File: config.mk
export PLATFORM = sky130hd
export DESIGN_NAME = hdlc_frame_receiver_fcs_check
export DESIGN_NICKNAME = d
export VERILOG_FILES = /design/src/rtl/hfrx_pkg.sv /design/src/rtl/hfrx_front.sv /design/src/rtl/hfrx_fifo.sv /design/src/rtl/hfrx_back.sv /design/src/rtl/hdlc_frame_receiver_fcs_check.sv
export SDC_FILE = /design/constraint.sdc
export NUM_CORES = 1
export LEC_CHECK = 0
export ABC_AREA = 1
export BUFFER_PORTS_ARGS = -buffer_cell sky130_fd_sc_hd__buf_2
export CAP_MARGIN = 20
export CORE_MARGIN = 2
export CORE_UTILIZATION = 64
export CTS_CLUSTER_DIAMETER = 120
export DETAILED_ROUTE_END_ITERATION = 8
export GPL_TIMING_DRIVEN = 0
export PLACE_DENSITY = 0.84
export SYNTH_ARGS = -nofsm -noshare
export SYNTH_HDL_FRONTEND = slang
export SYNTH_SLANG_ARGS = --single-unit
File: constraint.sdc
create_clock -name clk -period 8.32 [get_ports clk]
set_input_delay 0.416 -clock clk [delete_from_list [all_inputs] [get_ports clk]]
set_output_delay 0.416 -clock clk [all_outputs]
set_load 0.005 [all_outputs]
File: src/rtl/hfrx_pkg.sv
// Shared types, codes and check-field functions for the HDLC frame receiver.
// No dependencies; imported by every module of the receiver.
`timescale 1ns / 1ps
`default_nettype none

package hfrx_pkg;

  localparam logic [7:0] FLAG_BYTE = 8'h7E;
  localparam logic [7:0] ESC_BYTE  = 8'h7D;
  localparam logic [7:0] ESC_XOR   = 8'h20;

  // Result status codes.
  localparam logic [2:0] ST_START  = 3'd0;
  localparam logic [2:0] ST_DATA   = 3'd1;
  localparam logic [2:0] ST_ESCAPE = 3'd2;
  localparam logic [2:0] ST_GOOD   = 3'd3;
  localparam logic [2:0] ST_OOS    = 3'd4;
  localparam logic [2:0] ST_BAD    = 3'd5;
  localparam logic [2:0] ST_LARGE  = 3'd6;

  // Check field modes.
  localparam logic [1:0] MODE_NONE  = 2'd0;
  localparam logic [1:0] MODE_SUM   = 2'd1;
  localparam logic [1:0] MODE_FCS16 = 2'd2;
  localparam logic [1:0] MODE_FCS32 = 2'd3;

  // Configuration register indexes.
  localparam logic CFG_FCS_MODE = 1'b0;
  localparam logic CFG_CAPACITY = 1'b1;

  localparam logic [15:0] FCS16_GOOD = 16'hF0B8;
  localparam logic [31:0] FCS32_GOOD = 32'hDEBB20E3;

  typedef enum logic [2:0] {
    KIND_START,
    KIND_DATA,
    KIND_ESC,
    KIND_CLOSE,
    KIND_OOS
  } item_kind_t;

  // One classified line byte as handed from the front end to the back end.
  typedef struct packed {
    item_kind_t kind;
    logic [7:0] data;
  } item_t;

  function automatic logic [15:0] fcs16_byte(input logic [15:0] crc, input logic [7:0] b);
    logic [15:0] c;
    c = crc ^ {8'h00, b};
    for (int i = 0; i < 8; i++) begin
      c = c[0] ? ((c >> 1) ^ 16'h8408) : (c >> 1);
    end
    return c;
  endfunction

  function automatic logic [31:0] fcs32_byte(input logic [31:0] crc, input logic [7:0] b);
    logic [31:0] c;
    c = crc ^ {24'h000000, b};
    for (int i = 0; i < 8; i++) begin
      c = c[0] ? ((c >> 1) ^ 32'hEDB88320) : (c >> 1);
    end
    return c;
  endfunction

endpackage

`default_nettype wire

File: src/rtl/hfrx_front.sv
// Front end of the HDLC frame receiver: tracks flag and escape framing and
// classifies each line byte. Depends on hfrx_pkg.
`timescale 1ns / 1ps
`default_nettype none

module hfrx_front (
  input  wire logic           clk,
  input  wire logic           rst_n,
  input  wire logic           push,
  input  wire logic [7:0]     rx_byte,
  output hfrx_pkg::item_t     item
);
  import hfrx_pkg::*;

  logic       in_frame_r, in_frame_nxt;
  logic [7:0] prev_r, prev_nxt;

  always_comb begin
    in_frame_nxt = in_frame_r;
    prev_nxt     = prev_r;
    item.data    = rx_byte;
    if (!in_frame_r) begin
      if (rx_byte == FLAG_BYTE) begin
        item.kind    = KIND_START;
        in_frame_nxt = 1'b1;
        prev_nxt     = rx_byte;
      end else begin
        item.kind = KIND_OOS;
      end
    end else if (rx_byte == FLAG_BYTE && prev_r == FLAG_BYTE) begin
      // A doubled flag leaves the frame open.
      item.kind = KIND_OOS;
    end else if (rx_byte == FLAG_BYTE) begin
      item.kind    = KIND_CLOSE;
      in_frame_nxt = 1'b0;
    end else if (rx_byte == ESC_BYTE) begin
      item.kind = KIND_ESC;
      prev_nxt  = rx_byte;
    end else begin
      item.kind = KIND_DATA;
      item.data = (prev_r == ESC_BYTE) ? (rx_byte ^ ESC_XOR) : rx_byte;
      prev_nxt  = rx_byte;
    end
  end

  always_ff @(posedge clk) begin
    if (!rst_n) begin
      in_frame_r <= 1'b0;
      prev_r     <= 8'h00;
    end else if (push) begin
      in_frame_r <= in_frame_nxt;
      prev_r     <= prev_nxt;
    end
  end

endmodule

`default_nettype wire

File: src/rtl/hfrx_fifo.sv
// Two-entry queue of classified words between the front and back ends.
// Depends on hfrx_pkg.
`timescale 1ns / 1ps
`default_nettype none

module hfrx_fifo (
  input  wire logic           clk,
  input  wire logic           rst_n,
  input  wire logic           push,
  input  wire hfrx_pkg::item_t push_item,
  output logic                full,
  input  wire logic           pop,
  output logic                pop_valid,
  output hfrx_pkg::item_t     pop_item
);
  import hfrx_pkg::*;

  item_t      mem [2];
  logic       wr_ptr_r, rd_ptr_r;
  logic [1:0] count_r;

  assign full      = (count_r == 2'd2);
  assign pop_valid = (count_r != 2'd0);
  assign pop_item  = mem[rd_ptr_r];

  always_ff @(posedge clk) begin
    if (push) begin
      mem[wr_ptr_r] <= push_item;
    end
  end

  always_ff @(posedge clk) begin
    if (!rst_n) begin
      wr_ptr_r <= 1'b0;
      rd_ptr_r <= 1'b0;
      count_r  <= 2'd0;
    end else begin
      if (push) begin
        wr_ptr_r <= ~wr_ptr_r;
      end
      if (pop) begin
        rd_ptr_r <= ~rd_ptr_r;
      end
      if (push && !pop) begin
        count_r <= count_r + 2'd1;
      end else if (pop && !push) begin
        count_r <= count_r - 2'd1;
      end
    end
  end

endmodule

`default_nettype wire

File: src/rtl/hfrx_back.sv
// Back end of the HDLC frame receiver: frame length count, check field
// accumulation, close checks and the output register. Depends on hfrx_pkg.
`timescale 1ns / 1ps
`default_nettype none

module hfrx_back #(
  parameter int MAX_BUFFER = 4096
) (
  input  wire logic           clk,
  input  wire logic           rst_n,
  input  wire logic [1:0]     fcs_mode,
  input  wire logic [12:0]    buffer_capacity,
  input  wire logic           item_valid,
  input  wire hfrx_pkg::item_t item,
  output logic                pop,
  output logic                out_valid,
  input  wire logic           out_ready,
  output logic [2:0]          status,
  output logic                store_byte,
  output logic [7:0]          data_byte,
  output logic [15:0]         byte_index,
  output logic [15:0]         payload_length
);
  import hfrx_pkg::*;

  localparam logic [15:0] MaxBuf = 16'(MAX_BUFFER);

  logic [15:0] count_r, count_nxt;
  logic [31:0] acc_r, acc_nxt;
  logic        out_valid_r;
  logic [2:0]  status_r, status_nxt;
  logic        store_r, store_nxt;
  logic [7:0]  data_r, data_nxt;
  logic [15:0] index_r, index_nxt;
  logic [15:0] plen_r, plen_nxt;

  logic [15:0] cap_ext, cap_used;
  logic [15:0] check_len, len;
  logic        residue_ok;

  assign cap_ext  = {3'b000, buffer_capacity};
  assign cap_used = (cap_ext < MaxBuf) ? cap_ext : MaxBuf;
  assign pop      = item_valid && (!out_valid_r || out_ready);
  assign len      = count_r - check_len;

  always_comb begin
    unique case (fcs_mode)
      MODE_NONE: begin
        check_len  = 16'd0;
        residue_ok = 1'b1;
      end
      MODE_SUM: begin
        check_len  = 16'd1;
        residue_ok = (acc_r[7:0] == 8'h00);
      end
      MODE_FCS16: begin
        check_len  = 16'd2;
        residue_ok = (acc_r[15:0] == FCS16_GOOD);
      end
      MODE_FCS32: begin
        check_len  = 16'd4;
        residue_ok = (acc_r == FCS32_GOOD);
      end
    endcase
  end

  always_comb begin
    count_nxt  = count_r;
    acc_nxt    = acc_r;
    status_nxt = ST_OOS;
    store_nxt  = 1'b0;
    data_nxt   = 8'h00;
    index_nxt  = 16'h0000;
    plen_nxt   = 16'h0000;
    unique case (item.kind)
      KIND_START: begin
        status_nxt = ST_START;
        count_nxt  = 16'h0000;
        unique case (fcs_mode)
          MODE_NONE:  acc_nxt = acc_r;
          MODE_SUM:   acc_nxt = 32'h0000_0000;
          MODE_FCS16: acc_nxt = 32'h0000_FFFF;
          MODE_FCS32: acc_nxt = 32'hFFFF_FFFF;
        endcase
      end
      KIND_DATA: begin
        status_nxt = ST_DATA;
        data_nxt   = item.data;
        index_nxt  = count_r;
        store_nxt  = (count_r < cap_used);
        if (count_r != 16'hFFFF) begin
          count_nxt = count_r + 16'd1;
        end
        unique case (fcs_mode)
          MODE_NONE:  acc_nxt = acc_r;
          MODE_SUM:   acc_nxt = acc_r + {24'h000000, item.data};
          MODE_FCS16: acc_nxt = {16'h0000, fcs16_byte(acc_r[15:0], item.data)};
          MODE_FCS32: acc_nxt = fcs32_byte(acc_r, item.data);
        endcase
      end
      KIND_ESC: begin
        status_nxt = ST_ESCAPE;
      end
      KIND_CLOSE: begin
        // Too short first, then too large, then the residue.
        if (count_r < check_len) begin
          status_nxt = ST_BAD;
        end else if (len >= cap_used) begin
          status_nxt = ST_LARGE;
        end else if (!residue_ok) begin
          status_nxt = ST_BAD;
        end else begin
          status_nxt = ST_GOOD;
          plen_nxt   = len;
        end
      end
      KIND_OOS: begin
        status_nxt = ST_OOS;
      end
      default: begin
        status_nxt = ST_OOS;
      end
    endcase
  end

  always_ff @(posedge clk) begin
    if (!rst_n) begin
      count_r     <= 16'h0000;
      acc_r       <= 32'h0000_0000;
      out_valid_r <= 1'b0;
    end else begin
      if (pop) begin
        count_r     <= count_nxt;
        acc_r       <= acc_nxt;
        out_valid_r <= 1'b1;
      end else if (out_ready) begin
        out_valid_r <= 1'b0;
      end
    end
  end

  always_ff @(posedge clk) begin
    if (pop) begin
      status_r <= status_nxt;
      store_r  <= store_nxt;
      data_r   <= data_nxt;
      index_r  <= index_nxt;
      plen_r   <= plen_nxt;
    end
  end

  assign out_valid      = out_valid_r;
  assign status         = status_r;
  assign store_byte     = store_r;
  assign data_byte      = data_r;
  assign byte_index     = index_r;
  assign payload_length = plen_r;

endmodule

`default_nettype wire

File: src/rtl/hdlc_frame_receiver_fcs_check.sv
// HDLC async frame receiver with FCS check: configuration registers and the
// front end, queue and back end. Depends on hfrx_pkg, hfrx_front, hfrx_fifo, hfrx_back.
//
// Usage:
//   The in_ stream carries one raw line byte per word in in_tdata. Every
//   accepted byte produces exactly one word on the out_ stream: out_tuser
//   carries the status code, out_tdata the store flag, decoded byte, byte
//   index and payload length (zero unless they apply to that status).
//   A byte accepted on in_ is registered in the queue and then in the
//   output register, from which it is presented on out_. While out_tready
//   stays high the block takes one byte per cycle sustained; the byte-wide
//   FCS16/FCS32 update in the back end is combinational.
//   A two-word queue separates framing from checking, so in_tready stays high
//   while out_tready is low until the queue and the output register fill,
//   after which the input stalls; nothing is dropped.
//   Reset (rst_n low, synchronous) leaves the receiver idle, hunting for a
//   flag, with FCS32 selected and a buffer capacity of 4096 bytes.
//   cfg_wr_en writes cfg_wdata to register cfg_index (0 fcs_mode,
//   1 buffer_capacity); write only while the receiver is idle.
`timescale 1ns / 1ps
`default_nettype none

module hdlc_frame_receiver_fcs_check #(
  parameter int MAX_BUFFER = 4096
) (
  input  wire logic        clk,
  input  wire logic        rst_n,
  input  wire logic        in_tvalid,
  output logic             in_tready,
  input  wire logic [7:0]  in_tdata,   // [7:0] rx_byte
  output logic             out_tvalid,
  input  wire logic        out_tready,
  output logic [47:0]      out_tdata,  // [0] store_byte, [8:1] data_byte,
                                       // [24:9] byte_index, [40:25] payload_length
  output logic [2:0]       out_tuser,  // [2:0] status
  input  wire logic        cfg_wr_en,
  input  wire logic        cfg_index,
  input  wire logic [12:0] cfg_wdata
);
  import hfrx_pkg::*;

  logic [1:0]  fcs_mode_r;
  logic [12:0] capacity_r;

  item_t       front_item, back_item;
  logic        push, fifo_full, pop, fifo_valid;
  logic        store_byte;
  logic [7:0]  data_byte;
  logic [15:0] byte_index, payload_length;

  always_ff @(posedge clk) begin
    if (!rst_n) begin
      fcs_mode_r <= MODE_FCS32;
      capacity_r <= 13'd4096;
    end else if (cfg_wr_en) begin
      if (cfg_index == CFG_FCS_MODE) begin
        fcs_mode_r <= cfg_wdata[1:0];
      end else begin
        capacity_r <= cfg_wdata;
      end
    end
  end

  assign in_tready = !fifo_full;
  assign push      = in_tvalid && !fifo_full;

  hfrx_front u_front (
    .clk     (clk),
    .rst_n   (rst_n),
    .push    (push),
    .rx_byte (in_tdata),
    .item    (front_item)
  );

  hfrx_fifo u_fifo (
    .clk       (clk),
    .rst_n     (rst_n),
    .push      (push),
    .push_item (front_item),
    .full      (fifo_full),
    .pop       (pop),
    .pop_valid (fifo_valid),
    .pop_item  (back_item)
  );

  hfrx_back #(
    .MAX_BUFFER (MAX_BUFFER)
  ) u_back (
    .clk             (clk),
    .rst_n           (rst_n),
    .fcs_mode        (fcs_mode_r),
    .buffer_capacity (capacity_r),
    .item_valid      (fifo_valid),
    .item            (back_item),
    .pop             (pop),
    .out_valid       (out_tvalid),
    .out_ready       (out_tready),
    .status          (out_tuser),
    .store_byte      (store_byte),
    .data_byte       (data_byte),
    .byte_index      (byte_index),
    .payload_length  (payload_length)
  );

  assign out_tdata = {7'b0000000, payload_length, byte_index, data_byte, store_byte};

endmodule

`default_nettype wire
==> impl_metrics.toml, run 1 <==
[synthesis]
muxShareOfSynthArea = 0
synth_edf_count = 66
synth.yosys.seq_area_share = 0.3637
yosysMostFrequentCell = "nand2_1"
synth.distinct_cells = 44
netlist_area_mm2 = 0.009743
async_flop_share = 0
synth_adder_area_share = 0.05805
syn_area_per_cell_um2 = 6.979
yosys-top-cells-count = "357 x nand2_1, 167 x inv_1, 139 x nor2_1"
synth_ff_type = "dfxtp_1"
synthCells = 1396
yosys_warnings = 0
synth_top_family_by_area = "simple AND/OR/NAND/NOR gates"
ys_ff_latch = 144
yosys.area.top_type_share = 0.2034
synth_xor_area_frac = 0.05483
synth.area.top_cells = "edfxtp_1 20%, dfxtp_1 16%, nand2_1 14%"
synthSimpleGateAreaFrac = 0.2984
synth_compound_area_frac = 0.1185
synth_area_leader_cell = "edfxtp_1"

[grt]
grt_pass1_wl_um = 44300
grt-ovfl-total = 0
grt_max_degree = 32
antenna_found_initial = 0
grt_pass1_vias = 8769
grt_usage = 0.3533

[clocking]
clock_sinks = 144
cts.clk_slew.worst_paths_ps = 60
hold_buffers = 0
worstSkewPairLatency_ps = 440
cts_resized = 0
cts_tree = "done"
max-clock-path-buffers = 2
cts_inserted_buffers = 17
cts_max_level = 4
cts_setup_buffers = 0
root_buffer = "clkbuf_16"

[timing]
maxSlewHeadroom = 0.2780
slew_viol_final = 0
fin_skew_ps = 7.671
whs_ps = 201.1
max_freq_mhz = 221.4
setup_viol = 0
worstMarginPinSlew_ps = 1079
min_period_ps = 4517
totalNegativeSetupSlack_ps = 0
hold_viol_final = 0
rsz0062_at_grt = "no"
fin_crit_sh = 0.5429

[critical_path]
crit_type = "reg2reg"
cp.required_ps = 8590
path_cells = "inv_1 -> nand2_1 -> clkbuf_1 -> ha_1 -> nand3_1 -> nand2_1 -> inv_1 -> nand3_1 -> xor2_1 -> inv_1 -> ha_1 -> nand2_1 -> nor2_1 -> and2_1 -> nor2_1 -> nand3_1 -> nand2_1 -> nand2_1 -> nand2_1 -> nand4_1 -> buf_6 -> nor3_2"
crit_fanout = 11
cp-end-kind = "flip-flop"
crit_arrival_ps = 4790
slowest_stage = "dfxtp_1"
cp_slowest_stage_delay_ps = 530
cp_common_cell = "nand2_1"
rrSetupSlack_ps = 3800
start_kind = "flip-flop"

[place]
hpwlAfterDp_um = 21260
gp_congestion = 0.9856
io_buffers = 71
place_area_mm2 = 0.01040

[pwr]
leakagePower_nw = 4.916
p_int_mw = 1.791
netSwitchingPower_mw = 1.148
irDropWorstVdd_mv = 0.2244
combPwrFrac = 0.414
sw_frac_of_total = 0.3907
power.density_mw_per_mm2 = 267.3
clock_power_share = 0.268
seqPwrFrac = 0.318

[final_layout]
area_growth_pct = 12.84
diodes = 0
nets = 1567
fin_util = 0.7313
postLayoutCellArea_mm2 = 0.01099
ff_latch_area_mm2 = 0.003543
num-fill-cells = 1266
layout-drive-gt1-share = 0.1173
multi_input_area_mm2 = 0.005211

[floorplanning]
num_rows = 45
ios = 80
start_util = 0.6481
fp.dieArea_mm2 = 0.01623
die_w_um = 127.4
core-area_mm2 = 0.01503
chipHeight_um = 127.4

[route]
vias = 9588
wire_per_inst_um = 16.61
detail-route-antenna-nets = 0
drc = 0
viasPerCell = 5.650
drt_first_pass_iters = 6
routed_wl_um = 28190
drtIter0Drc = 1088

[flow_run]
cap_violations = 0

[worst_hold_path]
hold_class = "in2reg"

[outcome]
status = "finished clean"
==> area by class of cell <==
class | instances | share of cell area
multi-input combinational | 1014 | 0.4740
sequential | 144 | 0.3223
inverter | 173 | 0.05906
clock buffer | 20 | 0.03972
buffer | 74 | 0.03494
timing repair buffer | 72 | 0.03414
tap | 188 | 0.02140
clock inverter | 12 | 0.01445
==> state kept, by name, indices dropped and copies added (netlist names), 2 cells and up, named ones only <==
signal / flops
u_back.acc_r: 32
u_back.byte_index: 16
u_back.count_r: 16
capacity_r: 13
u_fifo.mem: 22
u_front.prev_r: 8
u_back.status: 3
fcs_mode_r: 2
u_back.payload_length: 16
u_back.data_byte: 8
u_fifo.count_r: 2
==> layout by cell type (no fill, tap or decap), drive strengths merged, types with 52 or more instances in the layout <==
master	synthesis	layout
nand2	359	359
inv	171	173
nor2	146	146
buf	42	114
a21oi	107	107
nand3	106	106
o21ai	104	104
dfxtp	78	78
edfxtp	66	66
clkbuf	32	52
==> metrics by stage <==
| step | std cells | worst slack [ps] | total power [mW] |
|---|---|---|---|
| after floorplan | 1405 | 4290 | 1.770 |
| after global placement | 1664 | 2776 | 2.110 |
| after detailed placement | 1665 | 3980 | 2.136 |
| after CTS | 1697 | 3903 | 2.916 |
| after global routing | 1697 | 3457 | 3.102 |
| final | 1697 | 3803 | 2.938 |
==> final timing paths <==
path                                  startpoint                                     end  cells after the start
setup / recovery      fcs_mode_r[0]$_SDFFE_PN1P_  u_back.payload_length[4]$_SDFFCE_PP0P_                     22
hold / removal                       in_tdata[1]              u_fifo.mem[1][1]$_DFFE_PP_                      1
setup reg to reg      fcs_mode_r[0]$_SDFFE_PN1P_  u_back.payload_length[4]$_SDFFCE_PP0P_                     22
hold reg to reg   u_front.prev_r[5]$_SDFFE_PN0P_          u_front.prev_r[5]$_SDFFE_PN0P_                      2
==> per-layer routing <==
| layer | global-route usage | vias up | part of all wire |
|---|---|---|---|
| li1 | - | 4697 | - |
| met5 | 0 | - | 0 |
| met1 | 0.4446 | 4363 | 0.40 |
| met2 | 0.5923 | 446 | 0.48 |
| met4 | 0.1823 | 0 | 0.048 |
| met3 | 0.05151 | 82 | 0.079 |
==> power groups by stage <==
stage | combinational (mW) | clock, mW | sequential [mW]
after floorplan | 0.803 | 0 | 0.967
final | 1.22 | 0.788 | 0.933
after CTS | 1.20 | 0.785 | 0.933
after detailed placement | 1.19 | 0 | 0.947
after global routing | 1.34 | 0.813 | 0.944
after global placement | 1.15 | 0 | 0.960
==> worst max-delay path: cells and delay by family, from the launching register on <==
kind                     cells  cell delay (ps)
XOR/XNOR                     1              280
adder cells (fa/ha/maj)      2              680
buffers and inverters        5             1270
flip-flops                   1              530
AND/OR/NAND/NOR             14             1590
==> kinds of logic after synthesis <==
| logic type | count (synthesis) |
|---|---|
| AO/OA/AOI/OAI | 222 |
| XOR/XNOR | 61 |
| adder cells (fa/ha/maj) | 44 |
| buffers and inverters | 247 |
| flip-flops | 144 |
| other | 1 |
| AND/OR/NAND/NOR | 677 |
Power figures use the tool's default switching activity.
==> run 2, diff against run 1 <==
--- a/config.mk
+++ b/config.mk
@@ -5,15 +5,15 @@
 export SDC_FILE = /design/constraint.sdc
 export NUM_CORES = 1
 export LEC_CHECK = 0
-export ABC_AREA = 1
+export ABC_AREA = 0
 export BUFFER_PORTS_ARGS = -buffer_cell sky130_fd_sc_hd__buf_2
 export CAP_MARGIN = 20
 export CORE_MARGIN = 2
-export CORE_UTILIZATION = 64
+export CORE_UTILIZATION = 55
 export CTS_CLUSTER_DIAMETER = 120
 export DETAILED_ROUTE_END_ITERATION = 8
 export GPL_TIMING_DRIVEN = 0
-export PLACE_DENSITY = 0.84
+export PLACE_DENSITY = 0.78
 export SYNTH_ARGS = -nofsm -noshare
 export SYNTH_HDL_FRONTEND = slang
 export SYNTH_SLANG_ARGS = --single-unit
==> constraint.sdc (replaced) <==
create_clock -name clk -period 4.1 [get_ports clk]
set_input_delay 0.205 -clock clk [delete_from_list [all_inputs] [get_ports clk]]
set_output_delay 0.205 -clock clk [all_outputs]
set_load 0.005 [all_outputs]
==> run 2 against run 1 <==
Against the previous run:
- the run now ends with negative setup slack left
- sequential power increased by 100%
- synthesized cell count decreased by 32%
- cell count decreased by 23%
==> impl_metrics.toml, run 2 <==
[outcome]
status = "finished with violations"
violations = "negative setup slack"

[synthesis]
synthCells = 952
synth_compound_area_frac = 0.1481
yosys-top-cells-count = "92 x nand2_1, 78 x dfxtp_1, 68 x xnor2_1"
synth_ff_type = "dfxtp_1"
muxShareOfSynthArea = 0.02613
yosys.area.top_type_share = 0.2262
synth.distinct_cells = 72
yosysMostFrequentCell = "nand2_1"
netlist_area_mm2 = 0.008763
yosys_warnings = 0
synth_edf_count = 66
synth.yosys.seq_area_share = 0.4043
synthSimpleGateAreaFrac = 0.2013
synth_xor_area_frac = 0.1109
synth_area_leader_cell = "edfxtp_1"
ys_ff_latch = 144
synth_top_family_by_area = "simple AND/OR/NAND/NOR gates"
synth_adder_area_share = 0.06453
syn_area_per_cell_um2 = 9.205
synth.area.top_cells = "edfxtp_1 23%, dfxtp_1 18%, xnor2_1 6.8%"
async_flop_share = 0

[critical_path]
crit_fanout = 5
path_buf_inv = 3
crit_arrival_ps = 4420
slowest_stage = "or4_4"
cp-end-kind = "flip-flop"
cp_top_family = "simple AND/OR/NAND/NOR gates"
path_cells = "buf_4 -> nor2_4 -> inv_4 -> ha_1 -> a21o_1 -> a21o_4 -> nand2b_4 -> or3_4 -> xnor2_2 -> ha_1 -> a21o_1 -> a21oi_1 -> o21ai_1 -> a21oi_2 -> o21ai_2 -> or4_4 -> clkbuf_16 -> nor2b_2"
cp_slowest_stage_delay_ps = 580
crit_type = "reg2reg"
start_kind = "flip-flop"
cp.required_ps = 4400

[final_layout]
nets = 1143
final_cells = 1300
num-fill-cells = 1299
final_common_cell = "nand2_1"
final_cell_mix = "91 x nand2_1, 77 x buf_2, 76 x dfxtp_1"
layout-drive-gt1-share = 0.1845
largest-register = "u_back.acc_r"
diodes = 0
area_growth_pct = 19.29
reg_top3 = "u_back.acc_r: 32 flops, u_fifo.mem: 22 flops"
largest_reg_flops = 32

[route]
vias = 7786
routed_wl_um = 25150
wire_per_inst_um = 19.35
detail-route-antenna-nets = 0
viasPerCell = 5.989
drt_first_pass_iters = 6
drc = 0
drtIter0Drc = 930

[timing]
setup_ws_ps = -19.31
fin_skew_ps = 10.33
slew_viol_final = 0
max_freq_mhz = 242.8
min_period_ps = 4119
setup_viol = 1
fin_crit_sh = 1.005
rsz0062_at_grt = "yes"
totalNegativeSetupSlack_ps = -19.31
hold_viol_final = 0
worstMarginPinSlew_ps = 984.3
maxSlewHeadroom = 0.3425

[floorplanning]
fp.dieArea_mm2 = 0.01696
die_w_um = 130.2
num_rows = 46
ios = 80
core-area_mm2 = 0.01571
start_util = 0.5577
chipHeight_um = 130.2

[clocking]
cts.clk_slew.worst_paths_ps = 60
cts_max_level = 4
worstSkewPairLatency_ps = 440
root_buffer = "clkbuf_16"
cts_inserted_buffers = 17
clock_sinks = 144
max-clock-path-buffers = 2
cts_tree = "done"

[grt]
antenna_found_initial = 0
grt_pass1_vias = 7352
grt_pass1_wl_um = 38570
grt_max_degree = 37
grt-ovfl-total = 0
grt_usage = 0.3008

[pwr]
irDropWorstVdd_mv = 0.3058
power.density_mw_per_mm2 = 503.9
power_mw = 5.268
leakagePower_nw = 4.006

[place]
gp_congestion = 0.9807
dp.cells = 1251
io_buffers = 72
hpwlAfterDp_um = 17800

[worst_hold_path]
hold_class = "in2reg"

[flow_run]
cap_violations = 0
-- run 2: layout make-up --
type	count	area, um2	area share
plain buffers	65	349.1	0.03339
clock buffers	17	425.4	0.04069
clock inverters	14	145.1	0.01388
inverters	21	81.33	0.007780
multi-input cells	729	5062	0.4843
flip-flops and latches	144	3551	0.3397
well taps	216	270.3	0.02585
repair buffers	94	569.3	0.05446
-- run 2: per-stage QoR --
| step | worst slack [ps] | hold slack (ps) | utilization | area (um2) |
|---|---|---|---|---|
| after global routing | -97.29 | 8.667 | 0.6653 | 10450 |
| after detailed placement | -606.1 | 428.1 | 0.6031 | 9477 |
| after global placement | -621.4 | 427.5 | 0.6007 | 9438 |
| final | -19.31 | 12.27 | 0.6653 | 10450 |
| after CTS | -73.33 | 2.832 | 0.6474 | 10170 |
| after floorplan | 26.28 | 303.9 | - | 8807 |
-- run 2: power by group --
| group | leakage (nW) | total, mW | switching (mW) | internal, mW |
|---|---|---|---|---|
| registers | 1.26 | 1.88 | 0.0792 | 1.80 |
| logic | 2.47 | 1.85 | 1.05 | 0.803 |
| clock network | 0.277 | 1.54 | 0.684 | 0.853 |
| total | 4.01 | 5.27 | 1.81 | 3.45 |
-- run 2: kinds of logic (layout without fill, tap and decap cells) --
family / Yosys count / count (layout)
adders and majority gates: 44 / 44
and+or+nand+nor: 337 / 337
other: 1 / 10
DFF: 144 / 144
buffers and inverters: 88 / 211
AOI/OAI and AO/OA: 205 / 205
muxes: 22 / 22
xor gates and xnor gates: 111 / 111
-- run 2: what timing repair did --
action	in CTS	in global routing
cloned	0	1
pin swaps	3	10
buffers inserted	2	13
hold endpoints to repair	7	0
setup endpoints to repair	26	21
resized for setup	22	41
hold buffers	4	0
-- run 2: final timing paths --
| path | slack (ps) | endpoint | depth (start not counted) | startpoint |
|---|---|---|---|---|
| max | -20 | u_back.payload_length[9]$_SDFFCE_PP0P_ | 18 | fcs_mode_r[0]$_SDFFE_PN1P_ |
| min | 10 | u_fifo.mem[0][6]$_DFFE_PP_ | 1 | in_tdata[6] |
| max reg2reg | -20 | u_back.payload_length[9]$_SDFFCE_PP0P_ | 18 | fcs_mode_r[0]$_SDFFE_PN1P_ |
| min reg2reg | 470 | capacity_r[5]$_SDFFE_PN0P_ | 2 | capacity_r[5]$_SDFFE_PN0P_ |
-- run 2: metal layers --
metal | track usage | vias to the layer above | wire length [um]
li1 | - | 3625 | -
met1 | 0.3740 | 3674 | 9857
met2 | 0.4928 | 400 | 12160
met3 | 0.05904 | 87 | 2041
met4 | 0.1664 | 0 | 1088
met5 | 0 | - | 0
